$ cat src/rtl/caeu_pkg.sv
`timescale 1ns / 1ps
package caeu_pkg;

    localparam int FRAME_LENGTH = 1600;
    localparam int HALF_LENGTH  = FRAME_LENGTH / 2;
    localparam int MAX_TICKS    = 16;

    localparam int CODE_W     = 8;
    localparam int SAMPLE_W   = 16;
    localparam int IN_RATE_W  = 17;
    localparam int OUT_RATE_W = 18;
    localparam int PHASE_W    = 19;
    localparam int SUM_W      = PHASE_W + 1;
    localparam int CFG_IDX_W  = 1;
    localparam int CFG_DATA_W = OUT_RATE_W;

    localparam int TICK_W = $clog2(MAX_TICKS);
    // output index must be able to hold FRAME_LENGTH itself (frame full)
    localparam int OIDX_W = $clog2(FRAME_LENGTH + 1);
    // fade index runs below HALF_LENGTH
    localparam int HIDX_W = ($clog2(HALF_LENGTH) > 0) ? $clog2(HALF_LENGTH) : 1;

    localparam logic [PHASE_W-1:0]    PHASE_MAX     = {PHASE_W{1'b1}};
    localparam logic [IN_RATE_W-1:0]  IN_RATE_RST   = IN_RATE_W'(24000);
    localparam logic [OUT_RATE_W-1:0] OUT_RATE_RST  = OUT_RATE_W'(48000);

    localparam logic [CFG_IDX_W-1:0] CFG_IN_RATE  = CFG_IDX_W'(0);
    localparam logic [CFG_IDX_W-1:0] CFG_OUT_RATE = CFG_IDX_W'(1);

    typedef struct packed {
        logic                       valid;
        logic signed [SAMPLE_W-1:0] sample;
        logic                       fade;
        logic [HIDX_W-1:0]          fidx;
        logic                       last_of_code;
        logic                       last_of_frame;
    } tick_out_t;

    // segment/step expansion; negative codes are the complement of the magnitude
    function automatic logic signed [SAMPLE_W-1:0] expand_code(input logic [CODE_W-1:0] code);
        logic [2:0]          seg;
        logic [3:0]          step;
        logic [SAMPLE_W-1:0] mag;
        seg  = code[6:4];
        step = code[3:0];
        if (seg == 3'd0) begin
            mag = {8'd0, step, 4'd0};
        end else begin
            mag = {11'd0, 1'b1, step} << ({1'b0, seg} + 4'd3);
        end
        return code[7] ? ~mag : mag;
    endfunction

endpackage

$ cat src/rtl/caeu_tick.sv
`timescale 1ns / 1ps
module caeu_tick (
    input  logic                               aclk,
    input  logic                               aresetn,
    input  logic                               s_valid,
    output logic                               s_ready,
    input  logic [caeu_pkg::CODE_W-1:0]        s_code,
    input  logic                               s_first_of_frame,
    input  logic                               s_fade_in,
    input  logic                               cfg_valid,
    output logic                               cfg_ready,
    input  logic [caeu_pkg::CFG_IDX_W-1:0]     cfg_index,
    input  logic [caeu_pkg::CFG_DATA_W-1:0]    cfg_data,
    input  logic                               pipe_adv,
    output caeu_pkg::tick_out_t                tick
);

    logic [caeu_pkg::IN_RATE_W-1:0]  in_rate_reg;
    logic [caeu_pkg::OUT_RATE_W-1:0] out_rate_reg;

    logic                               busy_reg, busy_next;
    logic [caeu_pkg::CODE_W-1:0]        code_reg, code_next;
    logic [caeu_pkg::TICK_W-1:0]        cnt_reg, cnt_next;
    logic [caeu_pkg::PHASE_W-1:0]       phase_reg, phase_next;
    logic signed [caeu_pkg::SAMPLE_W-1:0] held_reg, held_next;
    logic [caeu_pkg::OIDX_W-1:0]        idx_reg, idx_next;
    logic                               fade_reg, fade_next;

    logic [caeu_pkg::SUM_W-1:0]         sum, sum_adj;
    logic [caeu_pkg::PHASE_W-1:0]       phase_tick;
    logic signed [caeu_pkg::SAMPLE_W-1:0] decoded, emit;
    logic take, full, last_idx, fire, retire, accept;

    assign cfg_ready = 1'b1;

    always_ff @(posedge aclk) begin
        if (!aresetn) begin
            in_rate_reg  <= caeu_pkg::IN_RATE_RST;
            out_rate_reg <= caeu_pkg::OUT_RATE_RST;
        end else if (cfg_valid) begin
            unique case (cfg_index)
                caeu_pkg::CFG_IN_RATE:  in_rate_reg  <= cfg_data[caeu_pkg::IN_RATE_W-1:0];
                caeu_pkg::CFG_OUT_RATE: out_rate_reg <= cfg_data[caeu_pkg::OUT_RATE_W-1:0];
                default: ;
            endcase
        end
    end

    always_comb begin
        decoded = caeu_pkg::expand_code(code_reg);
        sum     = {1'b0, phase_reg} + caeu_pkg::SUM_W'(in_rate_reg);
        sum_adj = sum;
        take    = 1'b0;
        if (sum >= caeu_pkg::SUM_W'(out_rate_reg)) begin
            sum_adj = sum - caeu_pkg::SUM_W'(out_rate_reg);
            take    = 1'b1;
        end else if (cnt_reg == caeu_pkg::TICK_W'(caeu_pkg::MAX_TICKS - 1)) begin
            // ratio too high: force the take on the last allowed tick
            sum_adj = '0;
            take    = 1'b1;
        end
        phase_tick = (sum_adj > caeu_pkg::SUM_W'(caeu_pkg::PHASE_MAX)) ?
                     caeu_pkg::PHASE_MAX : sum_adj[caeu_pkg::PHASE_W-1:0];

        full     = idx_reg >= caeu_pkg::OIDX_W'(caeu_pkg::FRAME_LENGTH);
        last_idx = idx_reg == caeu_pkg::OIDX_W'(caeu_pkg::FRAME_LENGTH - 1);
        fire     = busy_reg && pipe_adv && !full;
        retire   = busy_reg && pipe_adv && (full || take || last_idx);
        s_ready  = !busy_reg || retire;
        accept   = s_valid && s_ready;
        emit     = take ? decoded : held_reg;

        busy_next  = busy_reg;
        code_next  = code_reg;
        cnt_next   = cnt_reg;
        phase_next = phase_reg;
        held_next  = held_reg;
        idx_next   = idx_reg;
        fade_next  = fade_reg;

        if (fire) begin
            phase_next = phase_tick;
            held_next  = emit;
            idx_next   = idx_reg + 1'b1;
            cnt_next   = cnt_reg + 1'b1;
        end
        if (retire) begin
            busy_next = 1'b0;
        end
        if (accept) begin
            busy_next = 1'b1;
            code_next = s_code;
            cnt_next  = '0;
            if (s_first_of_frame) begin
                phase_next = '0;
                held_next  = '0;
                idx_next   = '0;
                fade_next  = s_fade_in;
            end
        end

        tick.valid         = fire;
        tick.sample        = emit;
        tick.fade          = fade_reg && (idx_reg < caeu_pkg::OIDX_W'(caeu_pkg::HALF_LENGTH));
        tick.fidx          = idx_reg[caeu_pkg::HIDX_W-1:0];
        tick.last_of_code  = take;
        tick.last_of_frame = last_idx;
    end

    always_ff @(posedge aclk) begin
        if (!aresetn) begin
            busy_reg  <= 1'b0;
            cnt_reg   <= '0;
            phase_reg <= '0;
            held_reg  <= '0;
            idx_reg   <= '0;
            fade_reg  <= 1'b0;
        end else begin
            busy_reg  <= busy_next;
            cnt_reg   <= cnt_next;
            phase_reg <= phase_next;
            held_reg  <= held_next;
            idx_reg   <= idx_next;
            fade_reg  <= fade_next;
        end
    end

    always_ff @(posedge aclk) begin
        code_reg <= code_next;
    end

endmodule

$ cat config.mk
export PLATFORM = sky130hd
export DESIGN_NAME = caeu_tick
export DESIGN_NICKNAME = d
export VERILOG_FILES = /design/src/rtl/caeu_pkg.sv /design/src/rtl/caeu_tick.sv
export SDC_FILE = /design/constraint.sdc
export NUM_CORES = 1
export LEC_CHECK = 0
export BUFFER_PORTS_ARGS = -buffer_cell sky130_fd_sc_hd__buf_2
export CORE_MARGIN = 5
export CORE_UTILIZATION = 54
export CTS_BUF_LIST = sky130_fd_sc_hd__clkbuf_4 sky130_fd_sc_hd__clkbuf_8 sky130_fd_sc_hd__clkbuf_16
export DETAILED_ROUTE_END_ITERATION = 10
export HOLD_SLACK_MARGIN = 0.12
export PLACE_DENSITY_LB_ADDON = 0.2
export SLEW_MARGIN = 20
export SYNTH_ARGS = -nofsm -noshare
export SYNTH_HDL_FRONTEND = slang
export SYNTH_SLANG_ARGS = --single-unit
$ cat constraint.sdc
create_clock -name aclk -period 5.5 [get_ports aclk]
set_clock_uncertainty 0.1 [all_clocks]
set_input_delay 1.65 -clock aclk [delete_from_list [all_inputs] [get_ports aclk]]
set_output_delay 1.65 -clock aclk [all_outputs]
set_load 0.03 [all_outputs]
Yosys cells after proc, flatten, opt, wreduce, memory -nomap -nowiden
Cells that the tools add are included.
{"block": "totals", "elab_cells": 59, "inputBits": 34, "ff_bits": 95, "output_inout_bits": 32}
{"block": "op_classes", "order_cmp": 4, "mux": 19, "shifts": 1, "reduce_logical": 16, "n_bitwise": 3, "n_addsub": 5, "eq_ne": 2}
{"op": "2-to-1 mux 16 bit", "n": 6}
{"op": "2-to-1 mux 19 bit", "n": 4}
{"op": "2-to-1 mux 20 bit", "n": 2}
{"op": "2-to-1 mux 11 bit", "n": 3}
{"op": "adder 19 x 17 -> 20 bit", "n": 1}
{"op": "greater-or-equal comparator 20 x 18 -> 1 bit", "n": 1}
{"op": "greater-than comparator 20 x 19 -> 1 bit (second input constant)", "n": 1}
{"op": "subtractor 20 x 18 -> 20 bit", "n": 1}
{"op": "inverter 16 bit", "n": 1}
{"op": "<< shifter 5 x 4 -> 16 bit", "n": 1}
{"op": "adder 11 x 1 -> 11 bit (second input constant)", "n": 1}
{"op": "== test 11 bit (second input constant)", "n": 1}
{"op": "greater-or-equal comparator 11 bit (second input constant)", "n": 1}
{"op": "less-than comparator 11 x 10 -> 1 bit (second input constant)", "n": 1}
{"op": "AND reduction 2 bit", "n": 3}
{"op": "logical AND 1 bit", "n": 5}
{"op": "adder 3 x 2 -> 4 bit (second input constant)", "n": 1}
{"op": "adder 4 x 1 -> 4 bit (second input constant)", "n": 1}
{"op": "== test 4 bit (second input constant)", "n": 1}
{"op": "2-to-1 mux 1 bit", "n": 4}
{"op": "zero test 3 bit", "n": 1}
{"op": "logical OR 1 bit", "n": 3}
{"op": "zero test 1 bit", "n": 2}
{"op": "inverter 1 bit", "n": 2}
{"op": "other kinds (2)", "n": 2}

Logic depth before layout (Yosys ltp)
{"block": "depth", "ltp_word": 9, "depth_mapped": 18, "depth_no_buf": 17}

Worst setup path after synthesis
Ideal clock, no wire load.
{"block": "synth_path", "kind": "flip-flop to output port", "start": "reg in_rate_reg[0] in the netlist's numbering", "end": "out tick[19] in the netlist's numbering", "slack_ns": -0.081, "stages_incl_launch_ff": 16, "required_ns": 3.750, "path_buffers": 1, "arrival_time_ns": 3.831, "path_cell_list": "dfxtp_1 > ha_1 > fa_1 > a21oi_1 > o211ai_1 > a31oi_1 > o21ai_0 > xor2_1 > ha_1 > and4_1 > a211oi_1 > and3_1 > o221ai_2 > nor3_2 > buf_2 > mux2_2"}
{"item": "start: declaration", "line": "caeu_tick.sv:18", "text": "logic [caeu_pkg::IN_RATE_W-1:0] in_rate_reg;"}
{"item": "start signal: assignment", "line": "caeu_tick.sv:38", "text": "in_rate_reg <= caeu_pkg::IN_RATE_RST;"}
{"item": "start signal: assignment", "line": "caeu_tick.sv:42", "text": "caeu_pkg::CFG_IN_RATE: in_rate_reg <= cfg_data[caeu_pkg::IN_RATE_W-1:0];"}
{"item": "end: declaration", "line": "caeu_tick.sv:15", "text": "output caeu_pkg::tick_out_t tick"}

==> results.json <==
{
  "worstSetupPathType": "register to primary output",
  "die_y_um": 121,
  "path_max_fanout": 8,
  "synth_edf_count": 8,
  "rsz0062_at_grt": "yes",
  "final_area_sq_um": 8390,
  "status": "finished with violations",
  "antenna_found_initial": 0,
  "core_area_sq_um": 12100,
  "viasPerCell": 5.66,
  "postSynthCellCount": 793,
  "ys_top_cells_by_count": "nand2_1 (110), dfxtp_1 (87), nor2_1 (81)",
  "cap_violations": 0,
  "fin_crit_sh_pct": 108,
  "grt_pass1_vias": 6166,
  "largest_reg_flops": 19,
  "clock_latency_ns": 0.35,
  "power_mw": 2.86,
  "setup-violations-final": 18,
  "max_freq_ghz": 0.168,
  "drt_iter0_drc": 411,
  "cts.hold.buffers_added": 0,
  "drc_errors": 0,
  "grt_max_degree": 47,
  "start_util_pct": 55.1,
  "place.gp.congestion": 0.968,
  "p_leak_nw": 3.64,
  "ys_warn_count": 0,
  "num_rows": 40,
  "async_flop_share_pct": 0,
  "min_period_ns": 5.95,
  "diodes": 0,
  "grt_pass1_wl_um": 29300,
  "die_w_um": 121,
  "cp-end-kind": "primary output",
  "clk_transition_reported_paths_ns": 0.06,
  "drive_gt1_share_pct": 28.9,
  "synth_top_cell_area_share_pct": 26.2,
  "pre_cts_slack_ns": -0.276,
  "yosys.area.top_type": "dfxtp_1",
  "cp_data_required_time_ns": 3.75,
  "max-slew-margin-rel_pct": 44.2,
  "worst_pin_slew_ns": 0.838,
  "io_buffers": 64,
  "ant_nets": 0,
  "die-area_sq_um": 14600,
  "worstPathArrival_ns": 4.20,
  "setup_slack_ns": -0.447,
  "cts_buffer_depth": 2,
  "hold_viol": 0,
  "yosysSeqAreaShare_pct": 29.8,
  "htree_levels": 3,
  "overflow": 0,
  "dpl_cell_area_sq_um": 7410,
  "ir_drop_mv": 0.259,
  "synth_ff_type": "dfxtp_1",
  "ys_ff_latch": 95,
  "rrSetupSlack_ns": 0.95,
  "vias": 6126,
  "n_fill_cell": 913,
  "clock_sinks": 95,
  "firstDrtPassIters": 5,
  "grt_util_all_layers_pct": 24.7,
  "drv_slew": 0,
  "cts_tree": "built",
  "cts_buffers": 9,
  "place_hpwl_um": 12900,
  "wl_um": 17900,
  "hold_path_class": "register to register",
  "synth_area_leaders": "dfxtp_1 (26%), ha_1 (7.7%), nand2_1 (6.2%)",
  "ios": 66,
  "start_kind": "register",
  "syn-cell-area_sq_um": 6650,
  "layout.nets": 987,
  "area_growth_syn_to_layout_pct": 26.1,
  "cts-root-buf": "clkbuf_16",
  "failed_checks": "negative setup slack",
  "syn_area_per_cell_sq_um": 8.38,
  "synth_nets": 870,
  "yosysMostFrequentCell": "nand2_1",
  "routedWlPerCell_um": 16.6,
  "p_per_area_nw_per_um2": 341,
  "synth_cell_types": 67
}
## logic make-up (layout without fill, tap and decap cells)
family	Yosys count	after routing	synth area share [%]
AO/OA/AOI/OAI	197	197	22.4
XOR/XNOR	60	60	7.90
adder cells (fa/ha/maj)	43	43	8.32
buffers and inverters	89	211	6.62
flip-flops	95	95	29.8
multiplexers	45	45	7.26
other	1	1	0.0564
AND/OR/NAND/NOR	263	263	17.6
## metrics by stage
step           hold WS [ns]  cells  setup TNS, ns  util (%)
4_1_cts               0.365   1075          -7.88      67.8
5_1_grt               0.402   1083         -10.17      69.5
2_1_floorplan         0.333    793         -0.564         -
6_report              0.371   1083          -7.53      69.5
3_3_place_gp          0.348   1041          -4.03      61.4
3_5_place_dp          0.362   1041          -4.41      61.4
## area by class of cell
cell class                 instances  area (sq um)  share of cell area, %
multi-input combinational        609          4510                   53.8
tap                              168           210                   2.51
inverter                          38           143                   1.70
sequential                        95          1990                   23.8
clock buffer                      10           233                   2.77
timing repair buffer             157          1220                   14.5
clock inverter                     6          85.1                   1.01
## cells in the final DEF (no fill, tap or decap), drive strengths merged, types with 23 or more instances in the layout
cell type and instances:
xnor2 30, nand2 111, a211oi 25, ha 41
buf 157, nor2 82, xor2 30, inv 38
mux2 23, dfxtp 87, a21oi 44, o21ai 25
## layer usage
| metal | routed length [um] | global-route usage, % | vias to the layer above | share of wire, % |
|---|---|---|---|---|
| met5 | 0 | 0 | - | 0 |
| met4 | 433 | 9.49 | 0 | 2.4 |
| met3 | 818 | 3.31 | 33 | 4.6 |
| met2 | 8720 | 43.0 | 191 | 49 |
| met1 | 7960 | 31.0 | 2895 | 44 |
| li1 | - | - | 3007 | - |
## worst max-delay path, cell delays in order (launching register included)
cell,delay [ns]
dfxtp_4,0.36
ha_4,0.16
fa_2,0.35
a21oi_2,0.17
o211ai_1,0.14
a31oi_2,0.29
buf_4,0.16
o21ai_2,0.05
xor2_1,0.18
ha_1,0.32
and4_4,0.19
a211oi_4,0.22
and3_4,0.23
o221ai_4,0.11
nor3_4,0.17
buf_12,0.16
buf_16,0.13
mux2_4,0.30
buf_6,0.14
## timing repair
item | 4_1_cts | 5_1_grt
pin swaps | 15 | 27
endpoints found under the setup margin | 18 | 18
cloned | 2 | 0
buffers inserted | 18 | 9
gates resized for setup | 77 | 27
## power by group
group,internal [mW],switching (mW),leakage [nW]
Sequential,0.738,0.0336,0.789
Clock,0.402,0.266,0.152
Combinational,0.690,0.731,2.70
## path summary, 6_finish.rpt
kind / from / to / depth (start not counted)
worst max-delay path: in_rate_reg[0]$_SDFFE_PN0P_ / tick[14] / 18
worst max register to register: in_rate_reg[0]$_SDFFE_PN0P_ / phase_reg[2]$_SDFF_PN0_ / 19
worst min-delay path: out_rate_reg[10]$_SDFFE_PN0P_ / out_rate_reg[10]$_SDFFE_PN0P_ / 2
worst min register to register: out_rate_reg[10]$_SDFFE_PN0P_ / out_rate_reg[10]$_SDFFE_PN0P_ / 2
Note: power is estimated with default switching activity, not from simulation.
